## src/rtl/core/brl_pkg.sv

```systemverilog
`timescale 1ns / 1ps
`default_nettype none

package brl_pkg;

   localparam int COORD_BITS = 6;
   localparam int COLOR_BITS = 8;
   localparam int ERR_BITS   = COORD_BITS + 1;

   localparam int REQ_DATA_BITS = 4 * COORD_BITS + COLOR_BITS;
   localparam int RSP_FIELD_BITS = 2 * COORD_BITS + COLOR_BITS;
   localparam int RSP_DATA_BITS = ((RSP_FIELD_BITS + 7) / 8) * 8;
   localparam int RSP_PAD_BITS = RSP_DATA_BITS - RSP_FIELD_BITS;

   // power of two so the pointers wrap on their own
   localparam int QUEUE_DEPTH = 2;
   localparam int QUEUE_PTR_BITS = $clog2(QUEUE_DEPTH);
   localparam int QUEUE_CNT_BITS = $clog2(QUEUE_DEPTH + 1);

   localparam int CSR_INDEX_BITS = 2;

   localparam logic [COORD_BITS-1:0] CFG_SIZE_RESET = COORD_BITS'(32);

   typedef enum logic [CSR_INDEX_BITS-1:0] {
      REG_IMAGE_WIDTH  = CSR_INDEX_BITS'(0),
      REG_IMAGE_HEIGHT = CSR_INDEX_BITS'(1)
   } csr_index_type;

   typedef struct packed {
      logic [COORD_BITS-1:0] image_width;
      logic [COORD_BITS-1:0] image_height;
   } cfg_type;

   typedef struct packed {
      logic                        steep;
      logic signed [COORD_BITS-1:0] cur_major;
      logic signed [COORD_BITS-1:0] cur_minor;
      logic signed [COORD_BITS-1:0] end_major;
      logic signed [ERR_BITS-1:0]   error_term;
      logic [COORD_BITS-1:0]        delta_major;
      logic [COORD_BITS-1:0]        delta_minor;
      logic                        major_dir;
      logic                        minor_dir;
      logic [COLOR_BITS-1:0]        color;
   } seg_type;

endpackage

`default_nettype wire

```

## src/rtl/core/bresenham_line_rasterizer_core.sv

```systemverilog
// a request passes the front register and the queue before the walker register
// takes it, when the walker is idle, and then shows its first pixel on rsp
// throughput: one pixel per cycle while rsp_tready is high, |major delta| + 1 pixels per
// request (1 to 64); the walker step sets this, and the next segment follows with no gap
// reset: synchronous active high, clears the queue and walker, sizes return to 32
`timescale 1ns / 1ps
`default_nettype none

module bresenham_line_rasterizer_core import brl_pkg::*; (
   input  wire                       clock,
   input  wire                       reset,
   input  wire                       req_tvalid,
   output logic                      req_tready,
   // x_start, y_start, x_end, y_end, color
   input  wire [REQ_DATA_BITS-1:0]   req_tdata,
   output logic                      rsp_tvalid,
   input  wire                       rsp_tready,
   // x, y, pixel_value, zero pad
   output logic [RSP_DATA_BITS-1:0]  rsp_tdata,
   // inside_res
   output logic                      rsp_tuser,
   output logic                      rsp_tlast,
   input  wire                       csr_valid,
   output logic                      csr_ready,
   input  wire [CSR_INDEX_BITS-1:0]  csr_index,
   input  wire [COORD_BITS-1:0]      csr_data
);

   cfg_type cfg_ff, cfg_in;
   logic    front_valid, front_ready;
   seg_type front_seg;
   logic    queue_valid, queue_ready;
   seg_type queue_seg;

   assign csr_ready = 1'b1;

   always_comb begin
      cfg_in = cfg_ff;
      if (csr_valid) begin
         unique case (csr_index_type'(csr_index))
            REG_IMAGE_WIDTH:  cfg_in.image_width  = csr_data;
            REG_IMAGE_HEIGHT: cfg_in.image_height = csr_data;
            default: ;
         endcase
      end
   end

   always_ff @(posedge clock) begin
      if (reset) begin
         cfg_ff.image_width  <= CFG_SIZE_RESET;
         cfg_ff.image_height <= CFG_SIZE_RESET;
      end else begin
         cfg_ff <= cfg_in;
      end
   end

   brl_front u_front (
      .clock      (clock),
      .reset      (reset),
      .req_tvalid (req_tvalid),
      .req_tready (req_tready),
      .req_tdata  (req_tdata),
      .seg_valid  (front_valid),
      .seg_ready  (front_ready),
      .seg        (front_seg)
   );

   brl_queue u_queue (
      .clock     (clock),
      .reset     (reset),
      .in_valid  (front_valid),
      .in_ready  (front_ready),
      .in_seg    (front_seg),
      .out_valid (queue_valid),
      .out_ready (queue_ready),
      .out_seg   (queue_seg)
   );

   brl_walk u_walk (
      .clock      (clock),
      .reset      (reset),
      .cfg        (cfg_ff),
      .seg_valid  (queue_valid),
      .seg_ready  (queue_ready),
      .seg        (queue_seg),
      .rsp_tvalid (rsp_tvalid),
      .rsp_tready (rsp_tready),
      .rsp_tdata  (rsp_tdata),
      .rsp_tuser  (rsp_tuser),
      .rsp_tlast  (rsp_tlast)
   );

endmodule

`default_nettype wire

```

## src/rtl/core/brl_front.sv

```systemverilog
`timescale 1ns / 1ps
`default_nettype none

module brl_front import brl_pkg::*; (
   input  wire                      clock,
   input  wire                      reset,
   input  wire                      req_tvalid,
   output logic                     req_tready,
   input  wire [REQ_DATA_BITS-1:0]  req_tdata,
   output logic                     seg_valid,
   input  wire                      seg_ready,
   output seg_type                  seg
);

   logic signed [COORD_BITS-1:0] xs, ys, xe, ye;
   logic [COLOR_BITS-1:0]        color;
   logic signed [COORD_BITS:0]   dx, dy;
   logic [COORD_BITS-1:0]        adx, ady;
   logic                         steep;
   logic signed [COORD_BITS-1:0] ma0, mi0, ma1, mi1;
   logic [COORD_BITS-1:0]        dmaj;
   logic                         accept;
   seg_type                      seg_ff, seg_in;
   logic                         valid_ff, valid_in;

   always_comb begin
      xs    = req_tdata[COORD_BITS-1:0];
      ys    = req_tdata[2*COORD_BITS-1:COORD_BITS];
      xe    = req_tdata[3*COORD_BITS-1:2*COORD_BITS];
      ye    = req_tdata[4*COORD_BITS-1:3*COORD_BITS];
      color = req_tdata[4*COORD_BITS+COLOR_BITS-1:4*COORD_BITS];

      dx  = (COORD_BITS+1)'(xe) - (COORD_BITS+1)'(xs);
      dy  = (COORD_BITS+1)'(ye) - (COORD_BITS+1)'(ys);
      adx = dx[COORD_BITS] ? COORD_BITS'(-dx) : COORD_BITS'(dx);
      ady = dy[COORD_BITS] ? COORD_BITS'(-dy) : COORD_BITS'(dy);

      steep = ady > adx;
      if (steep) begin
         ma0 = ys; mi0 = xs; ma1 = ye; mi1 = xe;
      end else begin
         ma0 = xs; mi0 = ys; ma1 = xe; mi1 = ye;
      end
      dmaj = steep ? ady : adx;

      seg_in.steep       = steep;
      seg_in.cur_major   = ma0;
      seg_in.cur_minor   = mi0;
      seg_in.end_major   = ma1;
      seg_in.delta_major = dmaj;
      seg_in.delta_minor = steep ? adx : ady;
      seg_in.error_term  = $signed({2'b00, dmaj[COORD_BITS-1:1]});
      seg_in.major_dir   = ma0 > ma1;
      seg_in.minor_dir   = !(mi0 < mi1);
      seg_in.color       = color;
   end

   assign req_tready = !valid_ff || seg_ready;
   assign accept     = req_tvalid && req_tready;

   always_comb begin
      valid_in = valid_ff;
      if (accept) begin
         valid_in = 1'b1;
      end else if (seg_ready) begin
         valid_in = 1'b0;
      end
   end

   always_ff @(posedge clock) begin
      if (reset) begin
         valid_ff <= 1'b0;
      end else begin
         valid_ff <= valid_in;
      end
   end

   always_ff @(posedge clock) begin
      if (accept) begin
         seg_ff <= seg_in;
      end
   end

   assign seg_valid = valid_ff;
   assign seg       = seg_ff;

endmodule

`default_nettype wire

```

## src/rtl/core/brl_queue.sv

```systemverilog
`timescale 1ns / 1ps
`default_nettype none

module brl_queue import brl_pkg::*; (
   input  wire     clock,
   input  wire     reset,
   input  wire     in_valid,
   output logic    in_ready,
   input  seg_type in_seg,
   output logic    out_valid,
   input  wire     out_ready,
   output seg_type out_seg
);

   seg_type                   mem_ff [QUEUE_DEPTH];
   logic [QUEUE_PTR_BITS-1:0] wr_ptr_ff, wr_ptr_in;
   logic [QUEUE_PTR_BITS-1:0] rd_ptr_ff, rd_ptr_in;
   logic [QUEUE_CNT_BITS-1:0] count_ff, count_in;
   logic                      push, pop;

   assign in_ready  = count_ff != QUEUE_CNT_BITS'(QUEUE_DEPTH);
   assign out_valid = count_ff != '0;
   assign out_seg   = mem_ff[rd_ptr_ff];
   assign push      = in_valid && in_ready;
   assign pop       = out_valid && out_ready;

   always_comb begin
      wr_ptr_in = push ? wr_ptr_ff + 1'b1 : wr_ptr_ff;
      rd_ptr_in = pop ? rd_ptr_ff + 1'b1 : rd_ptr_ff;
      count_in  = count_ff;
      if (push && !pop) begin
         count_in = count_ff + 1'b1;
      end else if (pop && !push) begin
         count_in = count_ff - 1'b1;
      end
   end

   always_ff @(posedge clock) begin
      if (reset) begin
         wr_ptr_ff <= '0;
         rd_ptr_ff <= '0;
         count_ff  <= '0;
      end else begin
         wr_ptr_ff <= wr_ptr_in;
         rd_ptr_ff <= rd_ptr_in;
         count_ff  <= count_in;
      end
   end

   always_ff @(posedge clock) begin
      if (push) begin
         mem_ff[wr_ptr_ff] <= in_seg;
      end
   end

endmodule

`default_nettype wire

```

## src/rtl/core/brl_walk.sv

```systemverilog
`timescale 1ns / 1ps
`default_nettype none

module brl_walk import brl_pkg::*; (
   input  wire                      clock,
   input  wire                      reset,
   input  cfg_type                  cfg,
   input  wire                      seg_valid,
   output logic                     seg_ready,
   input  seg_type                  seg,
   output logic                     rsp_tvalid,
   input  wire                      rsp_tready,
   output logic [RSP_DATA_BITS-1:0] rsp_tdata,
   output logic                     rsp_tuser,
   output logic                     rsp_tlast
);

   seg_type                      cur_ff, cur_in;
   logic                         active_ff, active_in;
   logic signed [COORD_BITS-1:0] px, py;
   logic                         fin, fire;
   logic signed [ERR_BITS-1:0]   err_sub;

   always_comb begin
      px  = cur_ff.steep ? cur_ff.cur_minor : cur_ff.cur_major;
      py  = cur_ff.steep ? cur_ff.cur_major : cur_ff.cur_minor;
      fin = cur_ff.cur_major == cur_ff.end_major;
   end

   assign fire      = active_ff && rsp_tready;
   assign seg_ready = !active_ff || (fire && fin);

   always_comb begin
      err_sub   = cur_ff.error_term - $signed({1'b0, cur_ff.delta_minor});
      cur_in    = cur_ff;
      active_in = active_ff;
      if (seg_ready) begin
         active_in = seg_valid;
         cur_in    = seg;
      end else if (fire) begin
         cur_in.error_term = err_sub;
         if (err_sub < 0) begin
            cur_in.error_term = err_sub + $signed({1'b0, cur_ff.delta_major});
            cur_in.cur_minor  = cur_ff.minor_dir ? cur_ff.cur_minor - 1'b1
                                                 : cur_ff.cur_minor + 1'b1;
         end
         cur_in.cur_major = cur_ff.major_dir ? cur_ff.cur_major - 1'b1
                                             : cur_ff.cur_major + 1'b1;
      end
   end

   always_ff @(posedge clock) begin
      if (reset) begin
         active_ff <= 1'b0;
      end else begin
         active_ff <= active_in;
      end
   end

   always_ff @(posedge clock) begin
      cur_ff <= cur_in;
   end

   assign rsp_tvalid = active_ff;
   assign rsp_tdata  = {{RSP_PAD_BITS{1'b0}}, cur_ff.color, py, px};
   assign rsp_tlast  = fin;
   assign rsp_tuser  = !px[COORD_BITS-1] && !py[COORD_BITS-1] &&
                       (px < $signed({1'b0, cfg.image_width})) &&
                       (py < $signed({1'b0, cfg.image_height}));

endmodule

`default_nettype wire

```

## config.mk

```make
export PLATFORM = sky130hd
export DESIGN_NAME = bresenham_line_rasterizer_core
export DESIGN_NICKNAME = d
export VERILOG_FILES = /design/src/rtl/core/brl_pkg.sv /design/src/rtl/core/bresenham_line_rasterizer_core.sv /design/src/rtl/core/brl_front.sv /design/src/rtl/core/brl_queue.sv /design/src/rtl/core/brl_walk.sv
export SDC_FILE = /design/constraint.sdc
export NUM_CORES = 1
export LEC_CHECK = 0
export ABC_CLOCK_PERIOD_IN_PS = 8750
export BUFFER_PORTS_ARGS = -buffer_cell sky130_fd_sc_hd__buf_4
export CORE_ASPECT_RATIO = 0.5
export CORE_MARGIN = 2
export CORE_UTILIZATION = 30
export CTS_CLUSTER_DIAMETER = 50
export DETAILED_ROUTE_END_ITERATION = 8
export PLACE_DENSITY_LB_ADDON = 0.25
export SLEW_MARGIN = 40
export SYNTH_ARGS = -nofsm -noshare
export SYNTH_HDL_FRONTEND = slang
export SYNTH_SLANG_ARGS = --single-unit
```

## constraint.sdc

```tcl
create_clock -name clock -period 8.75 [get_ports clock]
set_clock_uncertainty 0.15 [all_clocks]
set_input_delay 0 -clock clock [delete_from_list [all_inputs] [get_ports clock]]
set_output_delay 0 -clock clock [all_outputs]
set_load 0.02 [all_outputs]
```

# ---- After elaboration in Yosys (flattened, before gate mapping)
# Memories as Yosys holds them, arrays and structs flattened. A register that Yosys moved wholly into a read port is not among the register bits.
# Cells that the tools add are included.
# Widths: inputs -> output; s select.
dict set report word_totals {
  in_bits 45
  ramBits 92
  n_memories 1
  out_inout_bits 29
  register_bits 112
}
# name words width rd rd_clocked_by_memory_dff wr line_no
set memory_table {}
lappend memory_table {u_queue.mem_ff 2 46 1 1 1 brl_queue.sv:15} ;# seg_type mem_ff [QUEUE_DEPTH];
dict set report op_classes {
  muxes 26
  eq_ne 3
  n_lt_le_gt_ge 6
  n_addsub 14
  n_reduce_logical 28
}
# operator count
set op_table {}
lappend op_table {{$mux 6} 13}
lappend op_table {{$mux 12} 2}
lappend op_table {{$mux 7} 3}
lappend op_table {{$lt 6x7->1} 2}
lappend op_table {{$sub 6x6->7} 2}
lappend op_table {{$add 6x1->6 const B} 2}
lappend op_table {{$gt 6x6->1} 2}
lappend op_table {{$neg 6->6} 2}
lappend op_table {{$sub 6x1->6 const B} 2}
lappend op_table {{$logic_and 1x1->1} 10}
lappend op_table {{$reduce_bool 2->1} 5}
lappend op_table {{$add 7x7->7} 1}
lappend op_table {{$logic_not 1->1} 7}
lappend op_table {{$lt 7x1->1 const B} 1}
lappend op_table {{$sub 7x7->7} 1}
lappend op_table {{$eq 6x6->1} 1}
lappend op_table {{$lt 6x6->1} 1}
lappend op_table {{$mux 1} 6}
lappend op_table {{$reduce_and 2->1} 3}
lappend op_table {{$mux 2} 2}
lappend op_table {{$add 1x1->1 const B} 2}
lappend op_table {{$add 2x1->2 const B} 1}
lappend op_table {{$eq 2x1->1 const B} 1}
lappend op_table {{$logic_not 2->1} 1}
lappend op_table {{other kinds (3)} 4}

# ---- Longest topological paths before layout
dict set report depth {
  ltp_word 7
  depth_mapped 26
  mapped_depth_nobuf 24
}

# ---- By module
# From an unflattened synthesis, not the netlist that was laid out.
dict set report unflattened {
  cells_unflattened 804
  hier_area_um2 10522.6
}
# mod instances seq_area_each_um2 cells_per_inst area_each_um2
set modules_own_cells {}
lappend modules_own_cells {brl_queue 1 2982.9 173 3678.5}
lappend modules_own_cells {brl_walk 1 1461.4 296 3269.4}
lappend modules_own_cells {brl_front 1 1251.2 284 3045.4}
lappend modules_own_cells {bresenham_line_rasterizer_core 1 240.2 51 529.3}

# ---- Least setup slack after synthesis
# OpenSTA, ideal clock, no wires.
dict set report synth_path {
  kind {input-to-reg}
  from {in req_tdata[18]}
  to {reg u_front.seg_ff, in the netlist u_front.seg[9] (data pin)}
  slack_ns 4.161
  cell_stages 25
  setup_time_ns 0.272
  t_arrival_ns 4.167
  path_cell_list {inv_1 ha_1 inv_1 fa_1 a21o_1 a21o_1 a31oi_4 o211ai_1 xor2_1 inv_1 ha_1 and4_1 a21oi_1 a32oi_1 buf_4 buf_2 nand2_1 o21ai_0 ha_1 nor2b_1 o21a_1 o21a_1 o21a_1 o311ai_0 o21ai_0}
}
# element line_no
set synth_lines {}
lappend synth_lines {{from (decl)} bresenham_line_rasterizer_core.sv:15} ;# input wire [REQ_DATA_BITS-1:0] req_tdata,
lappend synth_lines {{to (signal assigned)} brl_front.sv:80} ;# seg_ff <= seg_in;
lappend synth_lines {{to (decl)} brl_front.sv:23} ;# seg_type seg_ff, seg_in;

==> impl_metrics.toml <==
[sta]
worstMarginPinSlew_ns = 0.678
max_freq_mhz = 178
setup-violations-final = 0
rsz0062_at_grt = "false"
setup_tns_ns = 0
fin_crit_ns = 5.61
slew_viol_final = 0
post-route-period-util_pct = 64.2
slew_headroom_pct = 54.8
hold_violations = 0

[synthesis]
yosys-top-cells-area = "edfxtp_1 53%, ha_1 7.8%, mux2_2 5.3%"
yosysTopAreaCell = "edfxtp_1"
synthCells = 740
synth-seq-area-share_pct = 57.3
yosysTopAreaCellShare_pct = 53.3
avgSynthCellArea_um2 = 13.0
synth_edf_count = 171
ys_warn_count = 0
synth_most_common_cell = "edfxtp_1"
synth_cell_types = 66
ys_ff_latch = 190
ys_top_cells_by_count = "171 x edfxtp_1, 70 x inv_1, 60 x ha_1"
synthArstFlopShare_pct = 0
synthFlopType = "edfxtp_1"
synth_area_um2 = 9630

[layout]
insertedDiodeCount = 0
n_fill_cell = 3059
final_cell_count_no_fill = 1306
area_growth_pct = 21.9
final_core_util_pct = 37.1
drive_above_1_share_pct = 19.8
nets = 972

[global_routing]
grt_pass1_wl_um = 31600
grt.overflow.total = 0
antenna_found_initial = 0
grt.total_usage_pct = 12.2
grt_pass1_vias = 5818
grt_max_degree = 56

[setup_path]
crit_required_ns = 8.77
crit_path_end_kind = "flip-flop"
cp_common_cell = "inv_1"
crit_buf_inv = 7
path_delay_family = "buffers and inverters"
crit_arrival_ns = 5.63
crit_path_top_delay_cell = "dlygate4sd3_1"
path_class = "primary input to flip-flop"
ff2ff_setup_slack_ns = 5.60
timing.critical_path.slowest_cell_delay_ns = 0.55
cp-start-kind = "primary input"
path_max_fanout = 48

[worst_hold_path]
hold_path_class = "primary input to flip-flop"

[clocking]
cts_resized = 0
cts-root-buf = "clkbuf_16"
cts_buffers = 17
htreeDepth = 4
insertion_delay_ns = 0.43
clkTransAtPathRegs_ns = 0.08
cts_setup_buffers = 0
cts_buffer_depth = 2
cts_tree = "built"
numClockSinks = 190

[floorplan]
io_pins = 74
initial_utilization_pct = 30.4
row_count = 46
design.die.area_um2 = 33600
coreArea_um2 = 31700
fp.dieH_um = 131
die-width_um = 257

[power]
p_switching_w = 0.00160
clock_power_share_pct = 18.3
seqPwrFrac_pct = 35.2
comb_power_share_pct = 46.5
internal_power_w = 0.00266
pwr_density_cell_nw_per_um2 = 363
ir_worst_vdd_uv = 156
p_leak_nw = 4.60
switching_share_pct = 37.6

[placed_design]
io_buffers = 68
dp_hpwl_um = 14100
place_congestion = 0.809
dp.cells = 1217

[routing]
wl_per_cell_um = 15.5
ant_nets = 0
drcViolationCount = 0
drt_iter0_drc = 233
dr.pass1.iters = 5
num_vias = 5801
routed_wirelength_um = 20200
viasPerCell = 4.44

[status]
outcome = "completed"

[flow_run]
maxCapViolations = 0
## layout make-up
| type | instances | area [µm²] | area share [%] |
|---|---|---|---|
| Clock buffer | 17 | 425 | 3.63 |
| Clock inverter | 15 | 170 | 1.45 |
| Inverter | 71 | 269 | 2.29 |
| Multi-Input combinational cell | 451 | 3690 | 31.5 |
| Sequential cell | 190 | 5520 | 47.0 |
| Tap cell | 432 | 541 | 4.61 |
| Timing Repair Buffer | 130 | 1120 | 9.53 |
## cell families (layout without fill, tap and decap cells)
group | count (synthesis) | after routing | synth area share (%)
AO/OA/AOI/OAI | 127 | 127 | 8.79
XOR/XNOR | 36 | 36 | 3.55
adder cells (fa/ha/maj) | 66 | 66 | 9.05
buffers and inverters | 102 | 233 | 4.76
flip-flops | 190 | 190 | 57.3
multiplexers | 88 | 88 | 9.80
other | 2 | 5 | 0.0780
AND/OR/NAND/NOR | 129 | 129 | 6.69
## layer usage
| layer | global-route usage, % | wire length, µm |
|---|---|---|
| met1 | 17.3 | 10400 |
| met2 | 19.3 | 9080 |
| met3 | 2.49 | 634 |
| met4 | 2.99 | 134 |
| met5 | 0 | 0 |
## flip-flops by register name, summed over array words and instances, names as in the netlist, named ones only
name / count
u_walk.rsp_tdata: 8
cfg_ff: 12
u_walk.cur_ff: 40
u_walk.rsp_tvalid: 1
u_front.seg: 41
u_queue.count_ff: 2
u_queue.rd_ptr_ff: 1
u_queue.wr_ptr_ff: 1
u_front.seg_valid: 1
u_queue.mem_ff: 82
## placed cells by master, fill, tap and decap left out, types with 14 or more instances in the layout
cell type / count
ha_1: 60
nor2_1: 46
xor2_1: 14
dlygate4sd3_1: 57
xnor2_1: 20
mux2_2: 45
nand2_1: 30
inv_1: 70
dfxtp_1: 18
a21oi_1: 38
mux2i_1: 41
edfxtp_1: 171
o21ai_0: 22
clkbuf_16: 17
buf_4: 73
## worst min-delay path, stage by stage
cell and delay (ns):
buf_4 0.11, nand2b_1 0.06, mux2i_1 0.09, a21oi_1 0.22
## stage by stage
stage / power (W) / area [µm²] / hold slack [ns] / setup slack (ns)
6_report: 0.00426 / 11700 / 0.0643 / 3.14
2_1_floorplan: 0.00295 / 9640 / -0.0511 / 4.16
4_1_cts: 0.00431 / 11700 / 0.0532 / 3.17
3_5_place_dp: 0.00345 / 10600 / 0.0293 / 3.28
5_1_grt: 0.00460 / 11700 / 0.0832 / 2.77
3_3_place_gp: 0.00341 / 10600 / 0.0280 / 3.44
## final timing paths
check	cells past startpoint	from	endpoint
hold reg to reg	0	u_front.seg[5]$_DFFE_PP_	u_queue.mem_ff[1][5]$_DFFE_PP_
hold / removal	4	req_tdata[12]	u_front.seg[8]$_DFFE_PP_
setup reg to reg	9	u_walk.cur_ff[42]$_DFFE_PP_	u_queue.count_ff[1]$_SDFFE_PP0P_
setup / recovery	26	req_tdata[18]	u_front.seg[9]$_DFFE_PP_
## power by group through the flow
stage	Clock, W	Sequential, W	Combinational, W
floorplan	0	0.00146	0.00149
global placement	0	0.00151	0.00191
detailed placement	0	0.00152	0.00193
CTS	0.000800	0.00150	0.00200
global route	0.000838	0.00153	0.00223
finish	0.000780	0.00150	0.00198
## repair_timing
action | in CTS | in global routing
hold buffers | 57 | 0
setup endpoints to repair | 0 | 0
endpoints found under the hold margin | 51 | 0
No activity file was read; power rests on OpenSTA's default activity.
